===== config.mk =====
export PLATFORM = sky130hd
export DESIGN_NAME = aht_front
export DESIGN_NICKNAME = d
export VERILOG_FILES = /design/src/hw/rtl/aht_pkg.sv /design/src/hw/rtl/aht_front.sv
export SDC_FILE = /design/constraint.sdc
export NUM_CORES = 1
export LEC_CHECK = 0
export CORE_ASPECT_RATIO = 1.25
export CORE_MARGIN = 1
export CORE_UTILIZATION = 55
export DETAILED_ROUTE_END_ITERATION = 12
export DONT_BUFFER_PORTS = 1
export PLACE_DENSITY = 0.73
export SLEW_MARGIN = 0
export SYNTH_ARGS = -nofsm -noshare
export SYNTH_HDL_FRONTEND = slang
export SYNTH_SLANG_ARGS = --single-unit

===== constraint.sdc =====
create_clock -name clock -period 15.4 [get_ports clock]
set_input_delay 3.08 -clock clock [delete_from_list [all_inputs] [get_ports clock]]
set_output_delay 3.08 -clock clock [all_outputs]
set_load 0.02 [all_outputs]

===== src/hw/rtl/aht_pkg.sv =====
// shared types, constants and helper functions for the allocation tracking hash table
package aht_pkg;

   localparam int TABLE_SLOTS = 1024;
   localparam int SLOT_W = $clog2(TABLE_SLOTS);
   localparam int SLOT_OUT_W = 10;
   localparam int QUEUE_DEPTH = 2;
   localparam int QCNT_W = $clog2(QUEUE_DEPTH + 1);
   localparam logic [SLOT_W-1:0] LAST_SLOT = SLOT_W'(TABLE_SLOTS - 1);

   localparam logic [1:0] KIND_STORE = 2'd0;
   localparam logic [1:0] KIND_FREE  = 2'd1;
   localparam logic [1:0] KIND_CLEAR = 2'd2;

   localparam logic [2:0] ST_STORED_HOME   = 3'd0;
   localparam logic [2:0] ST_STORED_PROBED = 3'd1;
   localparam logic [2:0] ST_FULL          = 3'd2;
   localparam logic [2:0] ST_FREED_HOME    = 3'd3;
   localparam logic [2:0] ST_FREED_PROBED  = 3'd4;
   localparam logic [2:0] ST_NOT_FOUND     = 3'd5;
   localparam logic [2:0] ST_IGNORED       = 3'd6;
   localparam logic [2:0] ST_CLEARED       = 3'd7;

   typedef enum logic [1:0] {
      OP_STORE,
      OP_FREE,
      OP_CLEAR,
      OP_IGNORE
   } aht_op_type;

   typedef enum logic [2:0] {
      S_INIT,
      S_IDLE,
      S_WAIT,
      S_CHECK,
      S_CLEAR
   } aht_state_type;

   typedef struct packed {
      logic [1:0]  kind;
      logic [63:0] address;
      logic [31:0] source_line;
      logic [15:0] source_file_tag;
      logic [31:0] size_bytes;
   } aht_req_type;

   typedef struct packed {
      logic [2:0]            status;
      logic [SLOT_OUT_W-1:0] slot;
      logic [31:0]           full_count;
      logic [31:0]           not_found_count;
      logic [31:0]           hit_count;
      logic [31:0]           miss_count;
      logic [31:0]           store_count;
   } aht_rsp_type;

   typedef struct packed {
      aht_op_type  op;
      logic [63:0] address;
      logic [31:0] source_line;
      logic [15:0] source_file_tag;
      logic [31:0] size_bytes;
   } aht_cmd_type;

   typedef struct packed {
      logic        valid;
      aht_cmd_type cmd;
   } aht_head_type;

   typedef struct packed {
      logic pop;
      logic init_busy;
   } aht_back_status_type;

   function automatic logic [31:0] sat_inc(input logic [31:0] c);
      return (c == 32'hFFFF_FFFF) ? c : c + 32'd1;
   endfunction

   function automatic logic [SLOT_W-1:0] next_slot(input logic [SLOT_W-1:0] i);
      return (i == LAST_SLOT) ? '0 : i + SLOT_W'(1);
   endfunction

   function automatic logic [SLOT_W-1:0] home_slot(input logic [63:0] a);
      return SLOT_W'(a % TABLE_SLOTS);
   endfunction

endpackage


===== src/hw/rtl/aht_front.sv =====
// request front end: config register, classification and command queue
module aht_front (
   input  logic                         clock,
   input  logic                         reset,
   input  logic                         start,
   output logic                         busy,
   input  aht_pkg::aht_req_type         req,
   input  logic                         csr_valid,
   output logic                         csr_ready,
   input  logic                         csr_data,
   input  aht_pkg::aht_back_status_type back_status,
   output aht_pkg::aht_head_type        head
);
   import aht_pkg::*;

   logic                   enabled_ff;
   aht_cmd_type            q_ff [QUEUE_DEPTH];
   logic [QCNT_W-1:0]      cnt_ff;
   logic [QCNT_W-1:0]      cnt_in;
   aht_cmd_type            cmd;
   logic                   push;
   logic                   pop;

   assign csr_ready = 1'b1;
   assign busy = (cnt_ff == QCNT_W'(QUEUE_DEPTH)) || back_status.init_busy;
   assign push = start && !busy;
   assign pop = back_status.pop;

   always_comb begin
      cmd.address = req.address;
      cmd.source_line = req.source_line;
      cmd.source_file_tag = req.source_file_tag;
      cmd.size_bytes = req.size_bytes;
      if (!enabled_ff) begin
         cmd.op = OP_IGNORE;
      end else begin
         unique case (req.kind)
            KIND_STORE: cmd.op = OP_STORE;
            KIND_FREE:  cmd.op = OP_FREE;
            KIND_CLEAR: cmd.op = OP_CLEAR;
            default:    cmd.op = OP_IGNORE;
         endcase
      end
   end

   always_comb begin
      cnt_in = cnt_ff + QCNT_W'(push) - QCNT_W'(pop);
   end

   assign head.valid = (cnt_ff != '0);
   assign head.cmd = q_ff[0];

   always_ff @(posedge clock) begin
      if (reset) begin
         enabled_ff <= 1'b0;
         cnt_ff <= '0;
      end else begin
         if (csr_valid && csr_ready) begin
            enabled_ff <= csr_data;
         end
         cnt_ff <= cnt_in;
      end
   end

   // shift queue, entry 0 is the head
   always_ff @(posedge clock) begin
      for (int k = 0; k < QUEUE_DEPTH; k++) begin
         if (pop) begin
            if (push && (cnt_ff == QCNT_W'(k + 1))) begin
               q_ff[k] <= cmd;
            end else if (k < QUEUE_DEPTH - 1) begin
               q_ff[k] <= q_ff[k + 1];
            end
         end else if (push && (cnt_ff == QCNT_W'(k))) begin
            q_ff[k] <= cmd;
         end
      end
   end

endmodule


==> results of run 1 <==
-- area by class of cell --
class                      instances  area [sq um]
timing repair buffer               7          52.6
clock inverter                    18           198
multi-input combinational        165          2330
inverter                           3          11.3
fill                            1338          7750
clock buffer                      33           741
sequential                       295          8830
tap                              270           338
-- placed cells by master (no fill, tap or decap), types with 2 or more instances in the layout --
cell and instances:
mux2_4 140, ha_1 2, mux2_2 6, nor3b_2 2, clkinv_2 7, clkinv_1 3
inv_1 3, buf_4 7, bufinv_16 4, clkbuf_16 29, nor2_1 2, edfxtp_1 292
dfxtp_1 3, nand2b_1 2, clkbuf_1 4, clkinvlp_4 3
-- synth_stat cells, drive strengths merged --
library cell	n
mux2i	1
buf	17
mux2	146
conb	1
nor3b	2
nand2	1
ha	2
dfxtp	3
a21o	1
nand2b	2
xor2	1
edfxtp	292
a21boi	1
nor2b	1
nor2	2
or2	1
a21oi	1
inv	3
and2	1
nor3	1
-- registers in the layout, summed over array words and instances, names as in the netlist --
register    count
enabled_ff      1
cnt_ff          2
q_ff          292
-- routing by layer --
layer / part of all wire [%] / wire length, um / global-route usage [%] / vias up
li1: - / - / - / 1936
met1: 35 / 6600 / 18.9 / 2242
met2: 52 / 9810 / 29.2 / 218
met3: 9.5 / 1780 / 6.24 / 36
met4: 3.2 / 609 / 7.22 / 0
met5: 0 / 0 / 0 / -
-- power by group --
part	internal, W	leakage [nW]	switching [W]
clock	0.000411	0.455	0.000282
sequential	0.000942	2.79	0.0000640
combinational	0.0000510	1.28	0.0000446
-- path summary, 6_finish.rpt --
path                  startpoint          end  slack (ns)  cells past startpoint
hold reg to reg      q_ff[1][91]  q_ff[0][91]        0.53                      1
hold / removal       q_ff[1][91]  q_ff[0][91]        0.53                      1
setup reg to reg       cnt_ff[1]   q_ff[0][0]       12.39                      5
setup / recovery  back_status[0]         busy        8.95                      2
-- cell families after synthesis --
| group | share of synthesized area (%) |
|---|---|
| xor gates and xnor gates | 0.0764 |
| muxes | 19.0 |
| buffers and inverters | 2.88 |
| other | 0.0327 |
| DFF | 77.0 |
| and+or+nand+nor | 0.600 |
| AOI/OAI and AO/OA | 0.218 |
| adders and majority gates | 0.218 |
-- metrics by stage --
stage	cell area [sq um]	cells	total power (W)
2_1_floorplan	11500	480	0.00111
6_report	12500	791	0.00179
4_1_cts	12500	791	0.00181
3_3_place_gp	11600	740	0.00112
5_1_grt	12500	791	0.00185
3_5_place_dp	11600	740	0.00112
==> key figures, run 1 <==
GRT
  – Initial antenna violation count: 0
  – Total global-route track usage: 16.9%
  – Pin count of the biggest net entering global routing: 94
  – Total global routing overflow: 0
  – Global-route wire length before repair: 27.8 mm
  – Vias in the first global route: 4645

Die
  – Initial Util: 56.6%
  – Num rows: 58
  – Ports: 302
  – Die Area: 0.0214 sq mm
  – DIE WIDTH: 131 um
  – Core Area: 0.0202 sq mm
  – Die Ht: 163 um

Detailed routing
  – Final WL: 18.8 mm
  – DRT iter0 DRCs: 275
  – Routed vias/inst: 5.60
  – DRC viols: 0
  – Drt pass-1 iters: 4
  – Wire per inst: 23.8 um
  – Via count: 4432
  – Detail Route Antenna Nets: 0

Power
  – Total leakage power: 4.52 nW
  – Max IR drop VDD: 0.118 mV
  – Pwr dens: 144 mW/mm^2

Synthesis
  – Seq/Total Area, Yosys: 77.0%
  – Post-synthesis cell area: 0.0115 sq mm
  – Mapped Cells: 480
  – Count of cell types in the netlist: 24
  – Mean Syn Cell Area: 23.9 sq um
  – Synth warnings: 0
  – Syn nets: 635
  – Synth top area share: 76.4%
  – Synth top area cells: edfxtp_1 (76%), mux2_4 (18%), buf_12 (2.6%)
  – Area leader, netlist: edfxtp_1
  – Synthesis-stage register bit count: 295

Timing
  – Worst slew margin: 22.9%
  – Final worst-path cycle share: 41.9%
  – Final Max Tran Viols: 0
  – Fmax: 0.155 GHz
  – Hold Slack: 0.534 ns
  – Final-report hold violation count: 0
  – Final Critical Period: 6.45 ns
  – Total negative slack: 0 ns
  – RSZ-0062 raised after global routing: no
  – Final worst setup slack: 8.95 ns
  – Clk_skew: 0.0141 ns
  – Final setup viols: 0
  – Worst-margin pin slew: 1.16 ns

Placed design
  – Placer's final routability congestion estimate: 0.775
  – Detailed Place HPWL: 12.7 mm
  – Dpl ws: 8.96 ns
  – PortBufs: 0

CTS
  – Root Buffer: clkbuf_16
  – Clock latency on the worst-skew pair: 0.53 ns
  – Clock Tree Buf Depth: 3
  – CTS buffer count: 28
  – Clock transition at path regs: 0.06 ns
  – Hold buffers post-CTS: 0
  – Clock Sinks: 295
  – CTS tree: yes
  – Htree depth: 1
  – Post-CTS Setup Bufs: 0
  – Post-CTS Resized: 0

Worst setup path
  – Startpoint class of the critical path: input pin
  – CP cell instances: a21oi_1 > inv_1
  – Critical path class: input pin to output port
  – Arrival time at the worst endpoint: 3.37 ns
  – Slowest cell on the critical path: a21oi_1
  – Crit path max fanout: 2
  – WP data required: 12.32 ns
  – Worst setup EP type: output port
  – CP delay by family, top: compound AO/OA/AOI/OAI gates
  – Buf/Inv on CP: 1
  – Crit-path max cell delay: 0.14 ns

Run status
  – Status: completed

Final layout
  – Final core occ: 61.7%
  – Layout cells sized above 1: 39.0%
  – # diodes: 0
  – Area Growth Syn to Fin: 8.97%
  – Post-layout nets: 655

Worst hold path
  – Hold Crit Class: flop to flop

Flow run
  – Max_cap viols: 0
(Power assumes the default switching activity.)
==> run 2: changes to the inputs <==
Clock period 15.4 ns to 5.4 ns, I/O delays scaled along.
==> run 2 against run 1 <==
  * Wire length decreased by 0.44%
  * Register-to-register slack got worse by 9.4 ns
  * Critical path depth increased by 2
  * Combinational power increased to 2.9 times the previous value
  * Critical endpoint is now q_ff[0][145]
  * Highest routed layer unchanged
==> key figures, run 2 (synthesis gave the netlist of run 1 again) <==
Timing
  – Clk_skew: 0.0131 ns
  – Final setup viols: 0
  – Final Max Tran Viols: 0
  – Final Critical Period: 2.56 ns
  – Final-report hold violation count: 0
  – Hold Slack: 0.535 ns
  – Final worst-path cycle share: 47.5%
  – Worst slew margin: 18.2%
  – RSZ-0062 raised after global routing: no
  – Worst-margin pin slew: 1.23 ns
  – Fmax: 0.390 GHz

CTS
  – Post-CTS Setup Bufs: 0
  – Clock Sinks: 295
  – Post-CTS Resized: 0
  – Htree depth: 1
  – Hold buffers post-CTS: 0
  – Clock latency on the worst-skew pair: 0.53 ns
  – CTS tree: yes
  – Clock Tree Buf Depth: 3
  – Clock transition at path regs: 0.06 ns
  – CTS buffer count: 29
  – Root Buffer: clkbuf_16

Detailed routing
  – Routed vias/inst: 5.52
  – Via count: 4350
  – DRC viols: 0
  – DRT iter0 DRCs: 271
  – Final WL: 18.7 mm
  – Drt pass-1 iters: 4
  – Wire per inst: 23.8 um
  – Detail Route Antenna Nets: 0

Worst setup path
  – Crit path max fanout: 146
  – CP delay by family, top: buffers and inverters
  – WP data required: 5.67 ns
  – Critical path class: input pin to flop
  – Startpoint class of the critical path: input pin
  – CP cell instances: nor3b_4 > a21boi_4 > buf_12 > mux2_2
  – Arrival time at the worst endpoint: 2.83 ns
  – Crit-path max cell delay: 0.68 ns
  – Buf/Inv on CP: 1
  – Worst setup EP type: flop
  – Slowest cell on the critical path: buf_12

Final layout
  – # fillers: 1339
  – Largest reg by FF count: q_ff
  – Top Registers: q_ff: 292 flops, cnt_ff: 2 flops, enabled_ff: 1 flops
  – Area Growth Syn to Fin: 8.77%
  – Layout Cells excl Fill: 788
  – Max reg flops: 292
  – Commonest non-fill, non-tap cell in the layout: edfxtp_1
  – Layout cells sized above 1: 37.6%
  – Post-layout nets: 653
  – Most frequent cells in the layout: edfxtp_1 (292), mux2_4 (140), clkbuf_16 (29)
  – # diodes: 0

Power
  – Total leakage power: 4.51 nW
  – Final total power: 0.00504 W
  – Max IR drop VDD: 0.299 mV
  – Pwr dens: 404 mW/mm^2

GRT
  – Total global routing overflow: 0
  – Total global-route track usage: 17.1%
  – Initial antenna violation count: 0
  – Vias in the first global route: 4543
  – Global-route wire length before repair: 27.7 mm
  – Pin count of the biggest net entering global routing: 147

Die
  – Die Ht: 163 um
  – Die Area: 0.0214 sq mm
  – Initial Util: 56.6%
  – Ports: 302
  – DIE WIDTH: 131 um
  – Num rows: 58
  – Core Area: 0.0202 sq mm

Run status
  – Status: completed

Placed design
  – PortBufs: 0
  – Inst Count DP: 737
  – Placer's final routability congestion estimate: 0.754
  – Detailed Place HPWL: 12.4 mm

Worst hold path
  – Hold Crit Class: flop to flop

Flow run
  – Max_cap viols: 0
run 2: changes by cell type in the layout (fill, tap and decap cells not counted), sizes merged:
cell      delta
bufinv       -1
clkinv       +1
buf          -3
clkbuf       +1
clkinvlp     -1
run 2: worst register-to-register path, stage by stage (launching register included):
cell      delay (ns)
dfxtp_1         0.43
nor3b_4         0.09
a21boi_4        0.19
buf_12          0.68
mux2_2          0.73
run 2: per-layer routing:
layer | up-vias | routed length, um | part of all wire, % | track usage [%]
li1 | 1928 | - | - | -
met1 | 2159 | 6600 | 35 | 18.8
met2 | 213 | 9600 | 51 | 29.3
met3 | 50 | 1820 | 9.7 | 6.64
met4 | 0 | 703 | 3.8 | 8.13
met5 | - | 0 | 0 | 0
run 2: path summary, 6_finish.rpt:
path                                  from           end  slack (ns)  depth (start not counted)
worst min register to register  enabled_ff    enabled_ff        0.54                          2
worst min-delay path            enabled_ff    enabled_ff        0.54                          2
worst max-delay path                 start  q_ff[0][145]        2.84                          4
worst max register to register   cnt_ff[1]  q_ff[0][145]        3.02                          4
run 2: area by class of cell:
cell class	instances	area [sq um]	share of cell area [%]
sequential	295	8830	70.8
multi-input combinational	165	2340	18.8
clock buffer	34	744	5.97
tap	270	338	2.71
clock inverter	17	156	1.25
timing repair buffer	4	55.1	0.441
inverter	3	11.3	0.0903
run 2: per-stage QoR:
| step | setup WS (ns) | cell area (sq um) | util [%] | setup TNS (ns) |
|---|---|---|---|---|
| after global placement | 2.42 | 11600 | 57.2 | 0 |
| final | 2.84 | 12500 | 61.6 | 0 |
| after detailed placement | 2.37 | 11600 | 57.2 | 0 |
| after floorplan | -0.0590 | 11500 | - | -8.61 |
| after CTS | 2.86 | 12500 | 61.6 | 0 |
| after global routing | 2.77 | 12500 | 61.6 | 0 |
run 2: report_power, final:
group	internal, W	switching [W]
Sequential	0.00269	0.000182
Clock	0.00112	0.000778
Combinational	0.000152	0.000126
==> run 3: changes to the inputs <==
Settings changed: PLACE_DENSITY 0.73 to 0.7.
Clock period 5.4 ns to 2.7 ns, I/O delays scaled along.
==> run 3 against run 2 <==
  * Setup slack got worse by 2.1 ns
  * Highest routed layer unchanged
  * First-iteration DRC count rose by 25%
  * Via count fell by 0.83%
==> key figures, run 3 (synthesis gave the netlist of run 1 again) <==
Die
  – Core Area: 0.0202 sq mm
  – Die Area: 0.0214 sq mm
  – Initial Util: 56.6%
  – Num rows: 58
  – DIE WIDTH: 131 um
  – Die Ht: 163 um
  – Ports: 302

Power
  – Register share of total power: 56.6%
  – Switch share: 21.9%
  – Switch Pwr: 0.00222 W
  – Max IR drop VDD: 0.539 mV
  – Clk pwr share: 37.8%
  – Logic gate share of total power: 5.5%
  – Pwr dens: 808 mW/mm^2
  – Cell-internal power: 0.00791 W
  – Total leakage power: 4.54 nW

Worst hold path
  – Hold Crit Class: input pin to flop
  – Hold path startpoint: reset
  – Worst hold stages: 1
  – Hold EP: cnt_ff[0]

CTS
  – Post-CTS Setup Bufs: 0
  – CTS tree: yes
  – Hold buffers post-CTS: 0
  – Clock latency on the worst-skew pair: 0.52 ns
  – Clock transition at path regs: 0.06 ns
  – Clock Sinks: 295
  – Htree depth: 1
  – Post-CTS Resized: 0
  – Clock Tree Buf Depth: 3
  – Root Buffer: clkbuf_16
  – CTS buffer count: 28

Worst setup path
  – Crit-path max cell delay: 0.43 ns
  – WP data required: 2.16 ns
  – Crit path max fanout: 4
  – Critical path launch point: cnt_ff[0]
  – Worst r2r dst: q_ff[1][28]
  – Worst setup EP type: output port
  – CP cell instances: inv_1 > a21oi_1 > inv_1
  – Top cell by count, worst path: inv_1
  – Arrival time at the worst endpoint: 1.45 ns
  – Critical path class: flop to output port
  – Reg2reg path depth: 3
  – R2r startpoint: cnt_ff[1]
  – Flop-to-flop setup slack: 0.78 ns
  – Startpoint class of the critical path: flop
  – Slowest cell on the critical path: dfxtp_1

GRT
  – Busiest grt layer: met2
  – Met1 Track Usage GR: 18.7%
  – Total global-route track usage: 16.7%
  – GR Layer Usage met3: 7.14%
  – Global-route wire length before repair: 27.0 mm
  – Vias in the first global route: 4503
  – Initial antenna violation count: 0
  – Total global routing overflow: 0
  – Pin count of the biggest net entering global routing: 109
  – Met2 usage: 28.0%

Final layout
  – Max reg flops: 292
  – Post-route cell area: 0.0125 sq mm
  – Top Registers: q_ff: 292 flops, cnt_ff: 2 flops, enabled_ff: 1 flops
  – Most frequent cells in the layout: edfxtp_1 (292), mux2_4 (140), clkbuf_16 (29)
  – Post-layout nets: 654
  – Area Growth Syn to Fin: 9.32%
  – Layout Cells excl Fill: 790
  – Largest reg by FF count: q_ff
  – # diodes: 0
  – Layout cells sized above 1: 38.3%
  – Final core occ: 61.9%
  – Commonest non-fill, non-tap cell in the layout: edfxtp_1

Detailed routing
  – Drt pass-1 iters: 4
  – Detail Route Antenna Nets: 0
  – DRC viols: 0
  – DRT iter0 DRCs: 338
  – Wire per inst: 23.7 um
  – Via count: 4314
  – Final WL: 18.8 mm
  – Routed vias/inst: 5.46

Timing
  – Fmax: 0.502 GHz
  – RSZ-0062 raised after global routing: no
  – Final Max Tran Viols: 0
  – Final worst-path cycle share: 73.8%
  – Final-report hold violation count: 0
  – Clk_skew: 0.00941 ns
  – Final worst setup slack: 0.707 ns
  – Hold Slack: 0.0801 ns
  – Final Critical Period: 1.99 ns
  – Worst-margin pin slew: 0.635 ns
  – Final setup viols: 0
  – Worst slew margin: 57.7%

Placed design
  – Placer's final routability congestion estimate: 0.760
  – Inst Count DP: 739
  – Dpl ws: 0.613 ns
  – DP Area: 0.0116 sq mm
  – Detailed Place HPWL: 12.2 mm
  – PortBufs: 0

Run status
  – Status: completed

Flow run
  – Max_cap viols: 0
run 3: changes by cell type in the layout (fill, tap and decap cells not counted):
| cell | before | now |
|---|---|---|
| buf_12 | 2 | 5 |
| clkinv_1 | 7 | 8 |
| clkinv_4 | 0 | 2 |
| clkbuf_1 | 5 | 2 |
| buf_4 | 2 | 1 |
run 3: worst max-delay path by stage:
| stage | endpoint | cells after the start |
|---|---|---|
| finish | busy | 3 |
| floorplan | q_ff[1][0] | 2 |
| global placement | q_ff[0][15] | 4 |
| global route | busy | 3 |
| CTS | busy | 3 |
| detailed placement | q_ff[0][15] | 4 |
run 3: worst max-delay path: cells and delay by family, from the launching register on:
family / cells / cell delay [ns]
DFF: 1 / 0.43
buffers and inverters: 2 / 0.29
AOI/OAI and AO/OA: 1 / 0.21
run 3: final cells by class:
type / count / area [sq um]
repair buffers: 6 / 108
clock buffers: 31 / 733
multi-input cells: 165 / 2340
inverters: 3 / 11.3
flip-flops and latches: 295 / 8830
well taps: 270 / 338
fillers: 1360 / 7710
clock inverters: 20 / 178
run 3: per-layer routing:
metal  up-vias  share of wire (%)
met2       232                 50
met3        39                 11
met5         -                  0
li1       1934                  -
met1      2109                 35
met4         0                3.4
run 3: power groups by stage:
stage	combinational [W]	clock [W]	sequential (W)
2_1_floorplan	0.000539	0	0.00579
3_3_place_gp	0.000546	0	0.00583
3_5_place_dp	0.000568	0	0.00584
4_1_cts	0.000569	0.00394	0.00574
5_1_grt	0.000597	0.00409	0.00575
6_report	0.000559	0.00383	0.00573
run 3: metrics by stage:
stage | power [W] | TNS, ns
after global routing | 0.0104 | 0
after global placement | 0.00638 | 0
after detailed placement | 0.00640 | 0
after CTS | 0.0102 | 0
final | 0.0101 | 0
after floorplan | 0.00633 | -364.98
